--- src/design/escc_pkg.sv ---
`timescale 1ns / 1ps
// ----------------------------------------------------------------------------
// escc_pkg
// types, constants and helper functions for the epoch/calendar converter
// ----------------------------------------------------------------------------
package escc_pkg;

	localparam int unsigned SecsPerDay  = 86400;
	localparam int unsigned SecsPerHour = 3600;
	localparam int unsigned SecsPerMin  = 60;
	localparam int unsigned EpochYear   = 1970;
	localparam int unsigned YearLow     = 2000;
	localparam int unsigned YearHigh    = 2099;

	// days from 1970-01-01 to 2000-01-01
	localparam int unsigned DaysTo2000  = 10957;
	// days from 1970-01-01 to 2100-01-01
	localparam int unsigned DaysTo2100  = 47482;

	localparam int unsigned DayW = 16;
	localparam int unsigned RemW = 17;

	localparam logic OP_TO_SECS = 1'b0;
	localparam logic OP_TO_CAL  = 1'b1;

	typedef struct packed {
		logic        op;
		logic [31:0] seconds_in;
		logic [11:0] year_in;
		logic [3:0]  month_in;
		logic [4:0]  day_in;
		logic [4:0]  hour_in;
		logic [5:0]  minute_in;
		logic [5:0]  second_in;
	} in_beat_t;

	typedef struct packed {
		logic [31:0] seconds_out;
		logic [11:0] year_out;
		logic [3:0]  month_out;
		logic [4:0]  day_out;
		logic [4:0]  hour_out;
		logic [5:0]  minute_out;
		logic [5:0]  second_out;
		logic        valid_res;
	} out_beat_t;

	// days before first of month m (1..12) in a common year
	function automatic logic [8:0] days_before_month(input logic [3:0] m);
		logic [8:0] r;
		case (m)
			4'd1:    r = 9'd0;
			4'd2:    r = 9'd31;
			4'd3:    r = 9'd59;
			4'd4:    r = 9'd90;
			4'd5:    r = 9'd120;
			4'd6:    r = 9'd151;
			4'd7:    r = 9'd181;
			4'd8:    r = 9'd212;
			4'd9:    r = 9'd243;
			4'd10:   r = 9'd273;
			4'd11:   r = 9'd304;
			4'd12:   r = 9'd334;
			default: r = 9'd0;
		endcase
		return r;
	endfunction

	function automatic logic [4:0] month_len(input logic [3:0] m, input logic leap);
		logic [4:0] r;
		case (m)
			4'd2:                      r = leap ? 5'd29 : 5'd28;
			4'd4, 4'd6, 4'd9, 4'd11:   r = 5'd30;
			default:                   r = 5'd31;
		endcase
		return r;
	endfunction

endpackage

--- src/design/escc_split.sv ---
`timescale 1ns / 1ps
// ----------------------------------------------------------------------------
// escc_split
// divides a seconds count into day number and time of day over three stages
// ----------------------------------------------------------------------------
module escc_split
	import escc_pkg::*;
(
	input  logic            clk,
	input  logic            en,
	input  logic [31:0]     secs,
	output logic [DayW-1:0] days,
	output logic [4:0]      hour,
	output logic [5:0]      minute,
	output logic [5:0]      second
);

	// day estimate by reciprocal: (secs * RecipDay) >> 48, RecipDay = floor(2^48 / 86400) + 1
	localparam logic [32:0] RecipDay = 33'((64'd1 << 48) / 64'(SecsPerDay) + 64'd1);

	logic [64:0]     prod_s1;
	logic [31:0]     secs_s1;
	logic [DayW-1:0] days_s2;
	logic [RemW-1:0] rem_s2;
	logic [DayW-1:0] dq;
	logic [RemW-1:0] rq;
	logic [33:0]     dsec;
	logic [4:0]      hour_s3;
	logic [11:0]     rh_s3;

	always_ff @(posedge clk) begin
		if (en) begin
			prod_s1 <= {33'd0, secs} * {32'd0, RecipDay};
			secs_s1 <= secs;
		end
	end

	always_comb begin
		dq   = prod_s1[48 +: DayW];
		dsec = 34'(dq) * 34'(SecsPerDay);
		rq   = RemW'(34'(secs_s1) - dsec);
	end

	always_ff @(posedge clk) begin
		if (en) begin
			if (rq >= RemW'(SecsPerDay)) begin
				days_s2 <= dq + 1'b1;
				rem_s2  <= rq - RemW'(SecsPerDay);
			end else begin
				days_s2 <= dq;
				rem_s2  <= rq;
			end
		end
	end

	logic [4:0]  hq;
	logic [11:0] rhq;
	always_comb begin
		hq = 5'((32'(rem_s2) * 32'd37283) >> 27);
		rhq = 12'(rem_s2 - RemW'(hq) * RemW'(SecsPerHour));
	end

	logic [DayW-1:0] days_s3;
	always_ff @(posedge clk) begin
		if (en) begin
			days_s3 <= days_s2;
			hour_s3 <= hq;
			rh_s3   <= rhq;
		end
	end

	logic [5:0] mq;
	always_comb begin
		mq = 6'((24'(rh_s3) * 24'd2185) >> 17);
	end

	assign days   = days_s3;
	assign hour   = hour_s3;
	assign minute = mq;
	assign second = 6'(rh_s3 - 12'(mq) * 12'(SecsPerMin));

endmodule

--- src/design/escc_date.sv ---
`timescale 1ns / 1ps
// ----------------------------------------------------------------------------
// escc_date
// turns a day number since 1970 into year, month and day over stages
// ----------------------------------------------------------------------------
module escc_date
	import escc_pkg::*;
(
	input  logic            clk,
	input  logic            en,
	input  logic [DayW-1:0] days,
	output logic [11:0]     year,
	output logic [3:0]      month,
	output logic [4:0]      day
);

	// shift base to 1968-01-01 (leap) so 4-year groups start with a leap year;
	// 2100 is the only non-leap multiple of four in range
	localparam int unsigned Base68 = 731;

	logic [DayW-1:0] d68;
	logic [DayW-1:0] dd;
	logic            past2100;
	always_comb begin
		d68      = days + DayW'(Base68);
		past2100 = (days >= DayW'(DaysTo2100 + 59));
		// pretend 2100-02-29 exists
		dd       = d68 + DayW'(past2100);
	end

	logic [DayW-1:0] dd_s1;
	always_ff @(posedge clk) begin
		if (en) dd_s1 <= dd;
	end

	// group of 1461 days
	logic [7:0]  grp;
	logic [10:0] gr;
	always_comb begin
		grp = 8'((32'(dd_s1) * 32'd45934) >> 26);
		gr  = 11'(dd_s1 - DayW'(grp) * DayW'(1461));
	end

	logic [7:0]  grp_s2;
	logic [10:0] gr_s2;
	always_ff @(posedge clk) begin
		if (en) begin
			grp_s2 <= grp;
			gr_s2  <= gr;
		end
	end

	logic [1:0] yig;
	logic [8:0] doy;
	logic       lp;
	always_comb begin
		if (gr_s2 < 11'd366) begin
			yig = 2'd0; doy = 9'(gr_s2);
		end else if (gr_s2 < 11'd731) begin
			yig = 2'd1; doy = 9'(gr_s2 - 11'd366);
		end else if (gr_s2 < 11'd1096) begin
			yig = 2'd2; doy = 9'(gr_s2 - 11'd731);
		end else begin
			yig = 2'd3; doy = 9'(gr_s2 - 11'd1096);
		end
		lp = (yig == 2'd0);
	end

	logic [11:0] yr_s3;
	logic [8:0]  doy_s3;
	logic        lp_s3;
	always_ff @(posedge clk) begin
		if (en) begin
			yr_s3  <= 12'd1968 + {grp_s2, 2'b00} + 12'(yig);
			doy_s3 <= doy;
			lp_s3  <= lp;
		end
	end

	logic [3:0] mo;
	logic [8:0] start;
	always_comb begin
		mo = 4'd1;
		for (int m = 2; m <= 12; m++) begin
			if (doy_s3 >= days_before_month(4'(m)) + 9'(lp_s3 && m > 2)) mo = 4'(m);
		end
		start = days_before_month(mo) + 9'(lp_s3 && mo > 4'd2);
	end

	assign year  = yr_s3;
	assign month = mo;
	assign day   = 5'(doy_s3 - start) + 5'd1;

endmodule

--- src/design/escc_encode.sv ---
`timescale 1ns / 1ps
// ----------------------------------------------------------------------------
// escc_encode
// checks calendar fields and forms epoch seconds over three stages
// ----------------------------------------------------------------------------
module escc_encode
	import escc_pkg::*;
(
	input  logic        clk,
	input  logic        en,
	input  in_beat_t    item,
	output logic [31:0] secs,
	output logic        ok
);

	logic       leap;
	logic [6:0] yoff;
	logic       ok_c;
	always_comb begin
		yoff = 7'(item.year_in - 12'(YearLow));
		leap = (item.year_in[1:0] == 2'b00);
		ok_c = item.year_in >= 12'(YearLow) && item.year_in <= 12'(YearHigh)
			&& item.month_in >= 4'd1 && item.month_in <= 4'd12
			&& item.day_in >= 5'd1 && item.day_in <= month_len(item.month_in, leap)
			&& item.hour_in <= 5'd23 && item.minute_in <= 6'd59
			&& item.second_in <= 6'd59;
	end

	logic [DayW-1:0] days_s1;
	logic [16:0]     tod_s1;
	logic            ok_s1;
	always_ff @(posedge clk) begin
		if (en) begin
			days_s1 <= DayW'(DaysTo2000) + DayW'(yoff) * DayW'(365)
				+ DayW'((yoff + 7'd3) >> 2)
				+ DayW'(days_before_month(item.month_in))
				+ DayW'(leap && item.month_in > 4'd2)
				+ DayW'(item.day_in) - DayW'(1);
			tod_s1 <= 17'(item.hour_in) * 17'(SecsPerHour)
				+ 17'(item.minute_in) * 17'(SecsPerMin) + 17'(item.second_in);
			ok_s1 <= ok_c;
		end
	end

	logic [31:0] dsec_s2;
	logic [16:0] tod_s2;
	logic        ok_s2;
	always_ff @(posedge clk) begin
		if (en) begin
			dsec_s2 <= 32'(days_s1) * 32'(SecsPerDay);
			tod_s2  <= tod_s1;
			ok_s2   <= ok_s1;
		end
	end

	logic [31:0] secs_s3;
	logic        ok_s3;
	always_ff @(posedge clk) begin
		if (en) begin
			secs_s3 <= ok_s2 ? dsec_s2 + 32'(tod_s2) : 32'd0;
			ok_s3   <= ok_s2;
		end
	end

	assign secs = secs_s3;
	assign ok   = ok_s3;

endmodule

--- src/design/epoch_seconds_calendar_converter.sv ---
`timescale 1ns / 1ps
// ----------------------------------------------------------------------------
// epoch_seconds_calendar_converter
// converts between unix seconds and gregorian calendar fields
// ----------------------------------------------------------------------------
// Fully pipelined: one beat may enter every cycle unless the pipeline stalls
// (three stages split seconds into day and time of day, three more turn the
// day number into year, month and day; the encode path is padded to the same
// depth). Back-pressure stalls the whole pipeline, and an output holding
// register frees the last stage. Op 0 checks fields for years 2000 to 2099
// and gives seconds, or valid_res low and zero when a field is out of range;
// op 1 always gives valid calendar fields.
module epoch_seconds_calendar_converter
	import escc_pkg::*;
(
	input  logic      clk,
	input  logic      arst_n,
	input  logic      in_valid,
	output logic      in_ready,
	input  in_beat_t  in_data,
	output logic      out_valid,
	input  logic      out_ready,
	output out_beat_t out_data
);

	localparam int unsigned Depth = 6;

	logic [Depth-1:0] vld_q;
	logic [Depth-1:0] op_q;
	logic             en;
	logic             out_load;

	assign out_load = !out_valid || out_ready;
	assign en       = !vld_q[Depth-1] || out_load;
	assign in_ready = en;

	always_ff @(posedge clk or negedge arst_n) begin
		if (!arst_n) begin
			vld_q <= '0;
		end else if (en) begin
			vld_q <= {vld_q[Depth-2:0], in_valid};
		end
	end

	always_ff @(posedge clk) begin
		if (en) op_q <= {op_q[Depth-2:0], in_data.op};
	end

	logic [DayW-1:0] days;
	logic [4:0]      hour;
	logic [5:0]      minute;
	logic [5:0]      second;

	escc_split u_split (
		.clk    (clk),
		.en     (en),
		.secs   (in_data.seconds_in),
		.days   (days),
		.hour   (hour),
		.minute (minute),
		.second (second)
	);

	logic [4:0] hour_d [3];
	logic [5:0] min_d  [3];
	logic [5:0] sec_d  [3];
	always_ff @(posedge clk) begin
		if (en) begin
			hour_d[0] <= hour;   min_d[0] <= minute; sec_d[0] <= second;
			hour_d[1] <= hour_d[0]; min_d[1] <= min_d[0]; sec_d[1] <= sec_d[0];
			hour_d[2] <= hour_d[1]; min_d[2] <= min_d[1]; sec_d[2] <= sec_d[1];
		end
	end

	logic [11:0] year;
	logic [3:0]  month;
	logic [4:0]  day;

	escc_date u_date (
		.clk   (clk),
		.en    (en),
		.days  (days),
		.year  (year),
		.month (month),
		.day   (day)
	);

	logic [31:0] esecs;
	logic        eok;
	logic [31:0] esecs_d [3];
	logic        eok_d   [3];

	escc_encode u_enc (
		.clk  (clk),
		.en   (en),
		.item (in_data),
		.secs (esecs),
		.ok   (eok)
	);

	always_ff @(posedge clk) begin
		if (en) begin
			esecs_d[0] <= esecs;      eok_d[0] <= eok;
			esecs_d[1] <= esecs_d[0]; eok_d[1] <= eok_d[0];
			esecs_d[2] <= esecs_d[1]; eok_d[2] <= eok_d[1];
		end
	end

	out_beat_t res;
	always_comb begin
		res = '0;
		if (op_q[Depth-1] == OP_TO_CAL) begin
			res.year_out   = year;
			res.month_out  = month;
			res.day_out    = day;
			res.hour_out   = hour_d[2];
			res.minute_out = min_d[2];
			res.second_out = sec_d[2];
			res.valid_res  = 1'b1;
		end else begin
			res.seconds_out = esecs_d[2];
			res.valid_res   = eok_d[2];
		end
	end

	always_ff @(posedge clk or negedge arst_n) begin
		if (!arst_n) begin
			out_valid <= 1'b0;
		end else if (out_load) begin
			out_valid <= vld_q[Depth-1];
		end
	end

	always_ff @(posedge clk) begin
		if (out_load && vld_q[Depth-1]) out_data <= res;
	end

endmodule

--- config.mk ---
export PLATFORM = sky130hd
export DESIGN_NAME = epoch_seconds_calendar_converter
export DESIGN_NICKNAME = d
export VERILOG_FILES = /design/src/design/escc_pkg.sv /design/src/design/escc_split.sv /design/src/design/escc_date.sv /design/src/design/escc_encode.sv /design/src/design/epoch_seconds_calendar_converter.sv
export SDC_FILE = /design/constraint.sdc
export NUM_CORES = 2
export LEC_CHECK = 0
export BUFFER_PORTS_ARGS = -buffer_cell sky130_fd_sc_hd__buf_4
export CORE_MARGIN = 2
export CORE_UTILIZATION = 60
export CTS_CLUSTER_DIAMETER = 200
export DETAILED_ROUTE_END_ITERATION = 8
export GPL_ROUTABILITY_DRIVEN = 0
export HOLD_SLACK_MARGIN = 0.15
export MAX_ROUTING_LAYER = met4
export PLACE_DENSITY = 0.88
export SLEW_MARGIN = 20
export SYNTH_ARGS = -nofsm -noshare
export SYNTH_HDL_FRONTEND = slang
export SYNTH_HIERARCHICAL = 1
export SYNTH_SLANG_ARGS = --single-unit
--- constraint.sdc ---
create_clock -name clk -period 11.15 [get_ports clk]
set_input_delay 0 -clock clk [delete_from_list [all_inputs] [get_ports clk]]
set_output_delay 0 -clock clk [all_outputs]
set_load 0.005 [all_outputs]
==> results_dict.tcl <==
set metrics [dict create \
    die-area_sq_um 90100 \
    outcome "complete, no violations" \
    clock_latency_ps 650 \
    overflow 0 \
    cts_buffer_depth 3 \
    core_sq_um 86900 \
    period_needed_ps 9120 \
    synth.distinct_cells 100 \
    path_buf_inv 9 \
    critPathTopFamily "adder cells" \
    drcViolationCount 0 \
    die_x_um 300 \
    avgSynthCellArea_sq_um 11.4 \
    h-tree-depth 2 \
    maxCapViolations 0 \
    post_cts_buffers 0 \
    setup_violations 0 \
    io_pins 148 \
    antenna_cells 0 \
    ant_nets 0 \
    synth_cells 4606 \
    syn_nets 6308 \
    portBuffers 147 \
    wirelength_um 107000 \
    drt-wirelength-per-cell_um 17.7 \
    start_util 0.606 \
    crit_fanout 5 \
    hold_violations 0 \
    grt_setup_unrepaired "false" \
    cp_slowest_cell "fa_1" \
    critPathArrivalTime_ps 9480 \
    synth_area_leader_cell "edfxtp_1" \
    numCtsBuffers 51 \
    via_count 33700 \
    drive_gt1_frac 0.0640 \
    post_cts_resize_count 0 \
    cp.required_ps 11510 \
    final_cell_mix "inv_1 (1085), ha_1 (1072), fa_1 (555), edfxtp_1 (490), xnor2_1 (155)" \
    grtUsageMet3 0.0298 \
    yosys.area.top_type_share 0.279 \
    tritoncts "yes" \
    num_rows 108 \
    async_flop_share 0.0141 \
    end_kind "flop" \
    slew_violations 0 \
    finClkSkew_ps 55.8 \
    grt_use_met1 0.296 \
    fin_util 0.661 \
    hpwl_um 83700 \
    antenna_found_initial 0 \
    cts-root-buf "clkbuf_16" \
    nets 6525 \
    synth-seq-area-share 0.283 \
    drtIter0Drc 2034 \
    grt_first_pass_wirelength_um 178000 \
    critPathLaunchType "flop" \
    max_slew_margin 0.249 \
    synthTopCellsByArea "edfxtp_1 (28%), ha_1 (25%), fa_1 (21%), inv_1 (7.7%), xnor2_1 (2.6%)" \
    fin_tns_setup_ps 0 \
    grt_max_degree 166 \
    tightestPinTransition_ps 1120 \
    final_common_cell "inv_1" \
    die_height_um 300 \
    ys_ff_latch 497 \
    fin_crit_sh 0.818 \
    maxClockFrequency_ghz 0.110 \
    cp_slowest_stage_delay_ps 570 \
    postCtsHoldBufs 47 \
    area_growth_pct 9.08 \
    netlist_area_sq_um 52600 \
    hold_path.class "in -> reg" \
    synthFlopType "edfxtp_1" \
    critical_path_class "reg -> reg" \
    cts.sinks 497 \
    clk_pin_slew_ps 60 \
    drtPass1Iterations 7 \
    ys_warn_count 6 \
    gr-usage-met2 0.448 \
    top_usage_layer "met2" \
    grt_pass1_vias 36600 \
    vias_per_cell 5.61 \
    n_fill_cell 5880 \
    grt_util_all_layers 0.251 \
    synth_edf_count 490 \
]
worst paths after layout:
kind	start	to	slack [ps]	cells after the start
setup / recovery	u_date/dd_s1[13]	u_date/gr_s2[10]	2030	34
min in group asynchronous	arst_n	vld_q[3]	370	3
hold / removal	in_valid	vld_q[0]	210	3
max in group asynchronous	arst_n	vld_q[4]	10530	3
setup reg to reg	u_date/dd_s1[13]	u_date/gr_s2[10]	2030	34
hold reg to reg	u_split/hour[2]	hour_d[0][2]	410	0
cell usage after synthesis, types with 41 or more instances:
library cell and instances:
nor2b_1 52, nand3_1 60, xnor2_1 155, ha_1 1072, nor3_1 41, and2_1 60
fa_1 555, nand2_1 105, a21o_1 74, xor2_1 63, a21oi_1 135, nor2_1 110
o21ai_0 92, edfxtp_1 490, inv_1 1085
cells by family (layout without fill, tap and decap cells):
| family | after synthesis | count (layout) | share of synthesized area |
|---|---|---|---|
| compound gates | 537 | 537 | 0.0695 |
| xor+xnor | 223 | 223 | 0.0378 |
| fa+ha+maj | 1627 | 1627 | 0.466 |
| buf+inv | 1123 | 1379 | 0.0808 |
| flops | 497 | 497 | 0.283 |
| mux | 17 | 17 | 0.00378 |
| simple gates | 582 | 582 | 0.0595 |
cell type report:
class                           instances  area, sq um  share of cell area
Clock inverter                         39          593              0.0103
Multi-Input combinational cell       2986        33500               0.583
Inverter                             1086         4080              0.0710
Sequential cell                       497        14900               0.259
Tap cell                             1155         1450              0.0252
Timing Repair Buffer                  201         1640              0.0285
Clock buffer                           53         1280              0.0224
metrics by stage:
| stage | hold slack [ps] | cells | instance area, sq um | worst slack (ps) |
|---|---|---|---|---|
| 2_1_floorplan | -296 | 4606 | 52600 | 2700 |
| 3_3_place_gp | -186 | 5878 | 55100 | 2300 |
| 3_5_place_dp | -182 | 5878 | 55100 | 2030 |
| 4_1_cts | 156 | 6017 | 57400 | 2060 |
| 5_1_grt | 222 | 6017 | 57400 | 1530 |
| 6_report | 211 | 6017 | 57400 | 2030 |
registers in the layout, summed over array words and instances, names as in the netlist, 9 cells and up:
register	flops
esecs_d	96
out_data	71
u_enc/secs	32
u_enc/dsec_s2	25
min_d	18
sec_d	18
u_enc/tod_s1	17
u_enc/tod_s2	17
u_split/rem_s2	17
u_split/secs_s1	17
u_date/dd_s1	16
u_enc/days_s1	16
u_split/days	16
u_split/days_s2	16
u_split/prod_s1	16
hour_d	15
u_split/rh_s3	12
u_date/gr_s2	11
u_date/year	11
u_date/doy_s3	9
metal layers:
metal,vias to the layer above,wire (um)
met5,-,0
met2,975,55900
met4,0,3450
li1,15900,-
met3,275,4930
met1,16600,42400
worst register-to-register path: cells and delay by family, from the launching register on:
kind / cells / cell delay [ps]
xor+xnor: 3 / 590
compound gates: 9 / 1540
buf+inv: 9 / 650
flops: 1 / 440
simple gates: 1 / 120
fa+ha+maj: 12 / 5570
Power is left out: the tool's default activity adds up to more than one toggle a clock period on the data nets, which glitch-free logic cannot reach.
